**config.mk**
```make
export PLATFORM = sky130hd
export DESIGN_NAME = arp_responder_cache_flat
export DESIGN_NICKNAME = d
export VERILOG_FILES = /design/src/hw/rtl/arpc_pkg.sv /design/src/hw/rtl/arpc_in_if.sv /design/src/hw/rtl/arpc_out_if.sv /design/src/hw/rtl/arpc_ctrl.sv /design/src/hw/rtl/arpc_datapath.sv /design/src/hw/rtl/arp_responder_cache.sv /design/src/flat_wrapper.sv
export SDC_FILE = /design/constraint.sdc
export NUM_CORES = 1
export LEC_CHECK = 0
export ABC_CLOCK_PERIOD_IN_PS = 8050
export BUFFER_PORTS_ARGS = -buffer_cell sky130_fd_sc_hd__buf_2
export CAP_MARGIN = 20
export CORE_MARGIN = 1
export CORE_UTILIZATION = 45
export DETAILED_ROUTE_END_ITERATION = 6
export GPL_TIMING_DRIVEN = 0
export PLACE_DENSITY_LB_ADDON = 0.3
export SLEW_MARGIN = 15
export SYNTH_ARGS = -nofsm -noshare
export SYNTH_HDL_FRONTEND = slang
export SYNTH_HIERARCHICAL = 1
export SYNTH_SLANG_ARGS = --single-unit
```
**constraint.sdc**
```tcl
create_clock -name clk_i -period 8.05 [get_ports clk_i]
set_input_delay 0.4025 -clock clk_i [delete_from_list [all_inputs] [get_ports clk_i]]
set_output_delay 0.4025 -clock clk_i [all_outputs]
set_load 0.01 [all_outputs]
```
**src/hw/rtl/arpc_pkg.sv**
```systemverilog
// ----------------------------------------------------------------------------
// arpc_pkg
// Shared types and constants for the ARP responder with IP-to-MAC cache.
// ----------------------------------------------------------------------------
package arpc_pkg;

  // Configuration register indexes
  localparam int unsigned CFG_IDX_W  = 2;
  localparam int unsigned CFG_DATA_W = 48;

  localparam logic [CFG_IDX_W-1:0] REG_OWN_IP      = 2'd0;
  localparam logic [CFG_IDX_W-1:0] REG_OWN_MAC     = 2'd1;
  localparam logic [CFG_IDX_W-1:0] REG_SUBNET_MASK = 2'd2;
  localparam logic [CFG_IDX_W-1:0] REG_GATEWAY_IP  = 2'd3;

  // ARP message checks
  localparam logic [15:0] MSG_BYTES    = 16'd28;
  localparam logic [15:0] HW_ETHERNET  = 16'h0001;
  localparam logic [15:0] PROTO_IPV4   = 16'h0800;
  localparam logic [15:0] OPER_REQUEST = 16'd1;
  localparam logic [15:0] OPER_REPLY   = 16'd2;

  typedef enum logic [2:0] {
    ACT_DROP    = 3'd0,
    ACT_REPLY   = 3'd1,
    ACT_REQUEST = 3'd2,
    ACT_HIT     = 3'd3,
    ACT_LEARNED = 3'd4,
    ACT_CACHED  = 3'd5
  } action_e;

  // What a word turns into once its fields are checked
  typedef enum logic [1:0] {
    KIND_DROP    = 2'd0,
    KIND_REPLY   = 2'd1,
    KIND_LEARN   = 2'd2,
    KIND_RESOLVE = 2'd3
  } kind_e;

  typedef enum logic [3:0] {
    ST_IDLE  = 4'b0001,
    ST_CHECK = 4'b0010,
    ST_SCAN  = 4'b0100,
    ST_WRITE = 4'b1000
  } state_e;

  typedef struct packed {
    logic        mode;
    logic [15:0] frame_len;
    logic [15:0] hw_type;
    logic [15:0] ptype;
    logic [15:0] op_code;
    logic [47:0] sender_mac;
    logic [31:0] sender_ip;
    logic [31:0] target_ip;
    logic [31:0] dest_ip;
  } in_word_t;

  typedef struct packed {
    action_e     action;
    logic [47:0] out_target_mac;
    logic [31:0] out_target_ip;
    logic [47:0] resolved_mac;
    logic [31:0] next_hop_ip;
  } out_word_t;

  // Controller -> datapath
  typedef struct packed {
    logic load;
    logic scan_step;
    logic commit;
  } cmd_t;

  // Datapath -> controller
  typedef struct packed {
    logic need_scan;
    logic hit;
    logic miss;
  } sts_t;

endpackage

```
**src/hw/rtl/arpc_in_if.sv**
```systemverilog
// ----------------------------------------------------------------------------
// arpc_in_if
// Valid/ready channel carrying one ARP input word.
// ----------------------------------------------------------------------------
interface arpc_in_if;
  import arpc_pkg::*;

  logic     valid;
  logic     ready;
  in_word_t payload;

  modport source (output valid, output payload, input ready);
  modport sink   (input valid, input payload, output ready);

endinterface

```
**src/hw/rtl/arpc_out_if.sv**
```systemverilog
// ----------------------------------------------------------------------------
// arpc_out_if
// Valid/ready channel carrying one ARP result word.
// ----------------------------------------------------------------------------
interface arpc_out_if;
  import arpc_pkg::*;

  logic      valid;
  logic      ready;
  out_word_t payload;

  modport source (output valid, output payload, input ready);
  modport sink   (input valid, input payload, output ready);

endinterface

```
**src/hw/rtl/arpc_ctrl.sv**
```systemverilog
// ----------------------------------------------------------------------------
// arpc_ctrl
// Sequencer: accept a word, run the cache scan if needed, load the result.
// ----------------------------------------------------------------------------
module arpc_ctrl (
  input  logic            clk_i,
  input  logic            rst_ni,
  input  logic            in_valid_i,
  output logic            in_ready_o,
  output logic            out_valid_o,
  input  logic            out_ready_i,
  input  arpc_pkg::sts_t  sts_i,
  output arpc_pkg::cmd_t  cmd_o
);
  import arpc_pkg::*;

  state_e state_q, state_d;
  logic   out_valid_q, out_valid_d;
  logic   slot_free;

  assign in_ready_o  = (state_q == ST_IDLE);
  assign out_valid_o = out_valid_q;
  assign slot_free   = !out_valid_q || out_ready_i;

  always_comb begin
    state_d       = state_q;
    cmd_o         = '0;
    cmd_o.load    = in_valid_i && (state_q == ST_IDLE);
    unique case (state_q)
      ST_IDLE: begin
        if (in_valid_i) state_d = ST_CHECK;
      end
      ST_CHECK: begin
        state_d = sts_i.need_scan ? ST_SCAN : ST_WRITE;
      end
      ST_SCAN: begin
        cmd_o.scan_step = 1'b1;
        if (sts_i.hit || sts_i.miss) state_d = ST_WRITE;
      end
      ST_WRITE: begin
        cmd_o.commit = slot_free;
        if (slot_free) state_d = ST_IDLE;
      end
      default: begin
        state_d = ST_IDLE;
      end
    endcase
  end

  always_comb begin
    out_valid_d = out_valid_q;
    if (cmd_o.commit) begin
      out_valid_d = 1'b1;
    end else if (out_ready_i) begin
      out_valid_d = 1'b0;
    end
  end

  always_ff @(posedge clk_i or negedge rst_ni) begin
    if (!rst_ni) begin
      state_q     <= ST_IDLE;
      out_valid_q <= 1'b0;
    end else begin
      state_q     <= state_d;
      out_valid_q <= out_valid_d;
    end
  end

endmodule

```
**src/hw/rtl/arpc_datapath.sv**
```systemverilog
// ----------------------------------------------------------------------------
// arpc_datapath
// Config registers, word checks, cache memory with scan and result register.
// ----------------------------------------------------------------------------
module arpc_datapath #(
  parameter int unsigned CACHE_ENTRIES = 8
) (
  input  logic                                clk_i,
  input  logic                                rst_ni,
  input  logic                                cfg_we_i,
  input  logic [arpc_pkg::CFG_IDX_W-1:0]      cfg_idx_i,
  input  logic [arpc_pkg::CFG_DATA_W-1:0]     cfg_data_i,
  input  arpc_pkg::in_word_t                  in_word_i,
  output arpc_pkg::out_word_t                 out_word_o,
  input  arpc_pkg::cmd_t                      cmd_i,
  output arpc_pkg::sts_t                      sts_o
);
  import arpc_pkg::*;

  localparam int unsigned IDX_W = (CACHE_ENTRIES > 1) ? $clog2(CACHE_ENTRIES) : 1;
  localparam int unsigned CNT_W = $clog2(CACHE_ENTRIES + 1);
  localparam logic [IDX_W-1:0] LAST_IDX = IDX_W'(CACHE_ENTRIES - 1);
  localparam logic [CNT_W-1:0] CNT_END  = CNT_W'(CACHE_ENTRIES);

  // Configuration
  logic [31:0] own_ip_q, subnet_mask_q, gateway_ip_q;

  // Item held while it is worked on
  kind_e       kind_q, kind_d;
  logic [31:0] key_q, key_d;
  logic [47:0] mac_q;
  logic        hit_q;
  logic [47:0] hit_mac_q;

  // Cache
  logic [31:0]              mem_ip  [CACHE_ENTRIES];
  logic [47:0]              mem_mac [CACHE_ENTRIES];
  logic [CACHE_ENTRIES-1:0] valid_q;
  logic [IDX_W-1:0]         fill_q;

  // Scan
  logic [CNT_W-1:0] rd_idx_q;
  logic [IDX_W-1:0] cmp_idx_q;
  logic             cmp_pend_q;
  logic [31:0]      rd_ip_q;
  logic [47:0]      rd_mac_q;
  logic             issue, match, store;

  logic [31:0] hop_ip;
  logic        frame_ok;
  out_word_t   res_d, res_q;

  // Configuration writes; own MAC only goes into frame assembly, so drop it
  always_ff @(posedge clk_i or negedge rst_ni) begin
    if (!rst_ni) begin
      own_ip_q      <= '0;
      subnet_mask_q <= '0;
      gateway_ip_q  <= '0;
    end else if (cfg_we_i) begin
      unique case (cfg_idx_i)
        REG_OWN_IP:      own_ip_q      <= cfg_data_i[31:0];
        REG_OWN_MAC:     ;
        REG_SUBNET_MASK: subnet_mask_q <= cfg_data_i[31:0];
        REG_GATEWAY_IP:  gateway_ip_q  <= cfg_data_i[31:0];
        default:         ;
      endcase
    end
  end

  // Classify the incoming word
  always_comb begin
    hop_ip   = (((in_word_i.dest_ip ^ own_ip_q) & subnet_mask_q) == '0) ?
               in_word_i.dest_ip : gateway_ip_q;
    frame_ok = (in_word_i.frame_len >= MSG_BYTES) &&
               (in_word_i.hw_type == HW_ETHERNET) &&
               (in_word_i.ptype == PROTO_IPV4) &&
               (in_word_i.target_ip == own_ip_q);
    kind_d = KIND_DROP;
    key_d  = in_word_i.sender_ip;
    if (in_word_i.mode) begin
      kind_d = KIND_RESOLVE;
      key_d  = hop_ip;
    end else if (frame_ok && (in_word_i.op_code == OPER_REQUEST)) begin
      kind_d = KIND_REPLY;
    end else if (frame_ok && (in_word_i.op_code == OPER_REPLY)) begin
      kind_d = KIND_LEARN;
    end
  end

  always_ff @(posedge clk_i or negedge rst_ni) begin
    if (!rst_ni) begin
      kind_q <= KIND_DROP;
    end else if (cmd_i.load) begin
      kind_q <= kind_d;
    end
  end

  always_ff @(posedge clk_i) begin
    if (cmd_i.load) begin
      key_q <= key_d;
      mac_q <= in_word_i.sender_mac;
    end
  end

  // Scan: one entry read per cycle, compared the cycle after
  assign issue = cmd_i.scan_step && (rd_idx_q != CNT_END);
  assign match = cmp_pend_q && valid_q[cmp_idx_q] && (rd_ip_q == key_q);
  assign store = cmd_i.commit && (kind_q == KIND_LEARN) && !hit_q;

  assign sts_o.need_scan = (kind_q == KIND_LEARN) || (kind_q == KIND_RESOLVE);
  assign sts_o.hit       = match;
  assign sts_o.miss      = !cmp_pend_q && (rd_idx_q == CNT_END);

  always_ff @(posedge clk_i or negedge rst_ni) begin
    if (!rst_ni) begin
      rd_idx_q   <= '0;
      cmp_idx_q  <= '0;
      cmp_pend_q <= 1'b0;
      hit_q      <= 1'b0;
      valid_q    <= '0;
      fill_q     <= '0;
    end else begin
      if (cmd_i.load) begin
        rd_idx_q   <= '0;
        cmp_pend_q <= 1'b0;
        hit_q      <= 1'b0;
      end else if (cmd_i.scan_step) begin
        cmp_pend_q <= issue;
        if (issue) begin
          rd_idx_q  <= rd_idx_q + CNT_W'(1);
          cmp_idx_q <= rd_idx_q[IDX_W-1:0];
        end
        if (match) hit_q <= 1'b1;
      end
      if (store) begin
        valid_q[fill_q] <= 1'b1;
        fill_q          <= (fill_q == LAST_IDX) ? '0 : fill_q + IDX_W'(1);
      end
    end
  end

  always_ff @(posedge clk_i) begin
    if (cmd_i.scan_step && match) hit_mac_q <= rd_mac_q;
  end

  // Cache memory: write on learn, registered read during scan
  always_ff @(posedge clk_i) begin
    if (store) begin
      mem_ip[fill_q]  <= key_q;
      mem_mac[fill_q] <= mac_q;
    end
    if (issue) begin
      rd_ip_q  <= mem_ip[rd_idx_q[IDX_W-1:0]];
      rd_mac_q <= mem_mac[rd_idx_q[IDX_W-1:0]];
    end
  end

  // Result word
  always_comb begin
    res_d        = '0;
    res_d.action = ACT_DROP;
    unique case (kind_q)
      KIND_DROP: ;
      KIND_REPLY: begin
        res_d.action         = ACT_REPLY;
        res_d.out_target_mac = mac_q;
        res_d.out_target_ip  = key_q;
      end
      KIND_LEARN: begin
        res_d.action = hit_q ? ACT_CACHED : ACT_LEARNED;
      end
      KIND_RESOLVE: begin
        res_d.next_hop_ip = key_q;
        if (hit_q) begin
          res_d.action       = ACT_HIT;
          res_d.resolved_mac = hit_mac_q;
        end else begin
          res_d.action        = ACT_REQUEST;
          res_d.out_target_ip = key_q;
        end
      end
      default: ;
    endcase
  end

  always_ff @(posedge clk_i) begin
    if (cmd_i.commit) res_q <= res_d;
  end

  assign out_word_o = res_q;

endmodule

```
**src/hw/rtl/arp_responder_cache.sv**
```systemverilog
// ----------------------------------------------------------------------------
// arp_responder_cache
// ARP engine with an associative IP-to-MAC cache refilled round-robin.
// ----------------------------------------------------------------------------
// Usage:
//   in_if  : one word per ARP event. mode 0 carries the parsed fields of a
//            received ARP message; mode 1 carries an outgoing destination IP.
//   out_if : one result word per input word (drop, reply, request, hit,
//            learned, already cached), fields that do not apply read zero.
//   cfg    : write own IP, own MAC, subnet mask and gateway IP while idle.
// Flow (N = CACHE_ENTRIES, k = index of the matching entry), one word at a time:
//   drop / reply      : no cache scan; the result is written after the check.
//   cache hit         : the scan stops at the match in entry k, then writes.
//   miss / new learn  : the scan compares all N entries, then writes.
//   The cache is one memory with one read port; the lookup walks it one
//   entry per cycle from entry 0 and stops at the first valid match.
// Reset clears the config registers, the valid bits and the fill pointer;
//   the cache contents need no clearing pass.
// A stalled result sits in the output register; the next input word is still
//   taken and worked on, and waits for the output slot only at the very end.
// ----------------------------------------------------------------------------
module arp_responder_cache #(
  parameter int unsigned CACHE_ENTRIES = 8
) (
  input  logic                            clk_i,
  input  logic                            rst_ni,
  input  logic                            cfg_we_i,
  input  logic [arpc_pkg::CFG_IDX_W-1:0]  cfg_idx_i,
  input  logic [arpc_pkg::CFG_DATA_W-1:0] cfg_data_i,
  arpc_in_if.sink                         in_if,
  arpc_out_if.source                      out_if
);
  import arpc_pkg::*;

  cmd_t cmd;
  sts_t sts;

  // Sequencer: hold one word at a time, advance through check, scan if needed, write
  arpc_ctrl u_ctrl (
    .clk_i       (clk_i),
    .rst_ni      (rst_ni),
    .in_valid_i  (in_if.valid),
    .in_ready_o  (in_if.ready),
    .out_valid_o (out_if.valid),
    .out_ready_i (out_if.ready),
    .sts_i       (sts),
    .cmd_o       (cmd)
  );

  // Datapath: config, classification, cache and result register
  arpc_datapath #(
    .CACHE_ENTRIES (CACHE_ENTRIES)
  ) u_datapath (
    .clk_i      (clk_i),
    .rst_ni     (rst_ni),
    .cfg_we_i   (cfg_we_i),
    .cfg_idx_i  (cfg_idx_i),
    .cfg_data_i (cfg_data_i),
    .in_word_i  (in_if.payload),
    .out_word_o (out_if.payload),
    .cmd_i      (cmd),
    .sts_o      (sts)
  );

endmodule

```
**src/flat_wrapper.sv**
```systemverilog
// flat-port wrapper written by rule: the top's interface ports become plain ports
module arp_responder_cache_flat import arpc_pkg::*;
#(
  parameter int unsigned CACHE_ENTRIES = 8
)
  (clk_i, rst_ni, cfg_we_i, cfg_idx_i, cfg_data_i, in_if_valid, in_if_payload, in_if_ready, out_if_valid, out_if_payload, out_if_ready);
  arpc_in_if in_if_i ();
  arpc_out_if out_if_i ();
  input  logic clk_i;
  input  logic rst_ni;
  input  logic cfg_we_i;
  input  logic [arpc_pkg::CFG_IDX_W-1:0] cfg_idx_i;
  input  logic [arpc_pkg::CFG_DATA_W-1:0] cfg_data_i;
  input wire logic [$bits(in_if_i.valid)-1:0] in_if_valid;
  input wire logic [$bits(in_if_i.payload)-1:0] in_if_payload;
  output wire logic [$bits(in_if_i.ready)-1:0] in_if_ready;
  output wire logic [$bits(out_if_i.valid)-1:0] out_if_valid;
  output wire logic [$bits(out_if_i.payload)-1:0] out_if_payload;
  input wire logic [$bits(out_if_i.ready)-1:0] out_if_ready;
  assign in_if_i.valid = in_if_valid;
  assign in_if_i.payload = in_if_payload;
  assign in_if_ready = in_if_i.ready;
  assign out_if_valid = out_if_i.valid;
  assign out_if_payload = out_if_i.payload;
  assign out_if_i.ready = out_if_ready;
  arp_responder_cache #(.CACHE_ENTRIES(CACHE_ENTRIES)) u_core (.clk_i(clk_i), .rst_ni(rst_ni), .cfg_we_i(cfg_we_i), .cfg_idx_i(cfg_idx_i), .cfg_data_i(cfg_data_i), .in_if(in_if_i), .out_if(out_if_i));
endmodule
```
==> results.txt <==
RSZ-0062 raised after global routing = false
Worst VDD drop = 0.164 mV
Int Power = 0.0109 W
All-Layer GR Usage = 21.1%
Initial Util = 45.7%
most frequent cells in the layout = 1011 x edfxtp_1, 413 x buf_2, 179 x mux2_2, 162 x mux4_2, 130 x and2_1
Lkg Pwr = 17.9 nW
Layout Cells excl Fill = 4094
vias per cell = 5.30
post-synthesis adder-cell area fraction = 0.116%
placed cell area = 0.0477 mm2
later-pin clock latency in the skew report = 690 ps
post-synthesis simple-gate area fraction = 4.20%
metal1 wirelength = 39.9 mm
IO Count = 429
post-CTS resize count = 0
synthesized area per cell = 20.6 um2
IO Port Bufs = 409
RR Endpoint = u_core/u_datapath/rd_mac_q[11]
top sig layer = met5
EDFF count, synth = 1011
Critical R2R Launch = u_core/u_datapath/rd_idx_q[1]
Reg area = 0.0334 mm2
CP required = 8360 ps
Root Driver = clkbuf_16
clock period minus worst slack = 4270 ps
setup ws final = 3780 ps
dpl cells = 3794
largest family of logic cells by synthesized area = multiplexers
area of the die = 0.0968 mm2
area of the multi-input gates = 0.00921 mm2
Worst Setup EP = u_core/u_datapath/rd_mac_q[11]
switching part of the total = 24.3%
fraction of layout instances using a drive strength above 1 = 35.5%
largest net degree at the start of global routing = 90
NumNets Final = 3009
WL met2 = 53.0 mm
complex-gate fraction of the synthesized area = 1.00%
post-synthesis mux area share = 13.9%
Synth top area share = 70.6%
syn_nets = 2352
Worst Tran Pin Value = 1020 ps
status = finished clean
fin. max-slew vios = 0
vias in the first global route = 23500
CP Data Arrival Time = 4580 ps
Yosys reg bits = 1134
FF-to-FF path depth = 9
first-pass GRT wire length = 150 mm
die width = 311 um
clk_skew = 32.9 ps
Area Growth Syn to Fin = 21.6%
Pwr Density = 274 mW/mm2
synth top area cells = edfxtp_1 71%, mux4_2 8.5%, dfrtp_1 7.1%
commonest non-fill, non-tap cell in the layout = edfxtp_1
CP max FO = 56
met3 routed WL = 6.52 mm
initial DRC count = 1653
drt wl/cell = 25.0 um
Place WS = 3650 ps
RD Place Congestion = 0.905
CTS tree = built
CTS clock-pin slew for the worst setup and hold paths = 60 ps
DIE HEIGHT = 311 um
final WL = 102 mm
row count = 112
GR Overflow Total = 0
Netlist Area Pre-Place = 0.0430 mm2
H-tree levels = 3
clock power share = 36.9%
first-pass detailed-route iteration total = 5
Residual DRC = 0
Synth Area in XOR/XNOR = 1.98%
R2R Setup Slk = 3780 ps
Switch Pwr = 0.00348 W
Mapped Cells = 2084
Post-synth top flop = edfxtp_1
Sequential Power Share = 51.6%
WS Path Type = register to register
cell area after layout = 0.0523 mm2
CTS sink count = 1134
post-synth top area cell = edfxtp_1
number of distinct library cells after synthesis = 50
FILL cells = 7202
sequential share of the synthesized area = 77.8%
crit share post-route = 53.0%
worst min path class = input pin to register
overall power = 0.0143 W
final hold vios = 0
initial antenna violation count = 5
Antenna Nets Post-Route = 0
Setup violations, final = 0
Vias = 21700
# Max-Cap Violations = 0
FFs w/ async S/R, synth = 10.8%
cts bufs inserted = 117
Clock Tree Buf Depth = 3
relative slew slack = 32.2%
FMAX = 234 MHz
Syn. warnings = 6
Worst setup SP type = register
CP endpoint kind = register
Logic pwr share = 11.5%
Detail Placement HPWL = 69.3 mm
core area = 0.0940 mm2
Worst setup startpoint = u_core/u_datapath/rd_idx_q[1]
-- cell type report --
class                   instances  share of cell area, %
clock inverters                69                   1.13
flip-flops and latches       1134                   64.0
clock buffers                 147                   6.11
diodes                          2                0.00957
inverters                       9                 0.0742
plain buffers                  91                  0.744
well taps                    1254                   3.00
repair buffers                538                   7.35
multi-input cells             850                   17.6
-- kinds of logic after synthesis --
logic type,after synthesis
simple gates,304
mux,374
fa+ha+maj,4
xor+xnor,97
compound gates,71
flops,1134
buf+inv,100
-- flip-flops by register name, indices dropped and copies added (netlist names), 2 cells and up --
name                             cells
u_core/u_datapath/mac_q             48
u_core/u_datapath/rd_mac_q          48
u_core/u_datapath/out_word_o       163
u_core/u_datapath/own_ip_q          32
u_core/u_datapath/hit_mac_q         48
u_core/u_datapath/key_q             32
u_core/u_datapath/subnet_mask_q     32
u_core/u_datapath/gateway_ip_q      32
u_core/u_datapath/cmp_idx_q          3
u_core/u_ctrl/state_q                4
u_core/u_datapath/mem_ip           256
u_core/u_datapath/rd_idx_q           4
u_core/u_datapath/kind_q             2
u_core/u_datapath/valid_q            8
u_core/u_datapath/fill_q             3
u_core/u_datapath/rd_ip_q           32
u_core/u_datapath/mem_mac          384
-- critical path, cell delays in order (launching register included) --
cell and delay [ps]:
dfrtp_1 350, clkbuf_1 720, clkbuf_1 760, clkbuf_1 630
inv_1 140, ha_1 220, nand3b_1 120, nand2_1 150
inv_6 360, buf_16 360
-- what timing repair did --
action,CTS,global route
setup endpoints to repair,0,0
buffers inserted,0,0
hold endpoints to repair,179,0
hold buffers,78,0
-- stage by stage --
step / util, % / hold WS, ps / TNS, ps
after CTS: 55.5 / 7.48 / 0
after global routing: 55.6 / 29.9 / 0
after global placement: 49.6 / 401 / -1845800
after detailed placement: 50.7 / 378 / 0
final: 55.6 / 36.8 / 0
after floorplan: - / 107 / 0
-- worst min path at each step --
stage          depth (start not counted)                                 to  slack [ps]                      startpoint
2_1_floorplan                          0          u_core/u_ctrl/out_valid_o         110                          rst_ni
3_3_place_gp                           0    u_core/u_datapath/hit_mac_q[22]         400  u_core/u_datapath/rd_mac_q[22]
4_1_cts                                3        u_core/u_datapath/key_q[12]           7               in_if_payload[76]
5_1_grt                                2  u_core/u_datapath/gateway_ip_q[5]          30                   cfg_data_i[5]
3_5_place_dp                           1     u_core/u_datapath/own_ip_q[28]         380                          rst_ni
6_report                               2      u_core/u_datapath/own_ip_q[5]          40                   cfg_data_i[5]
-- power groups by stage --
stage / registers, W / logic, W / clock network [W]
after floorplan: 0.00736 / 0.00104 / 0
after global routing: 0.00744 / 0.00180 / 0.00563
final: 0.00740 / 0.00166 / 0.00529
after global placement: 0.00751 / 0.00158 / 0
after detailed placement: 0.00752 / 0.00164 / 0
after CTS: 0.00740 / 0.00168 / 0.00540
-- layer usage --
layer  track usage [%]  vias up
li1                  -     9589
met1              25.6    11200
met2              37.6      764
met3              4.47      153
met4              6.89        2
met5                 0        -
-- Yosys cell counts (6+ instances only) --
library cell and count:
nor4_1 18, nor2_1 52, buf_1 21, nand2b_1 6
dfrtp_1 122, mux2_2 179, mux4_2 162, clkbuf_1 59
xor2_1 66, or2_2 8, a22oi_1 16, nand2_1 9
and2_1 132, a21oi_1 38, nand4_1 14, xnor2_1 31
mux2i_1 33, edfxtp_1 1011, inv_1 9, and3_1 34
No activity file was read; power rests on OpenSTA's default activity.
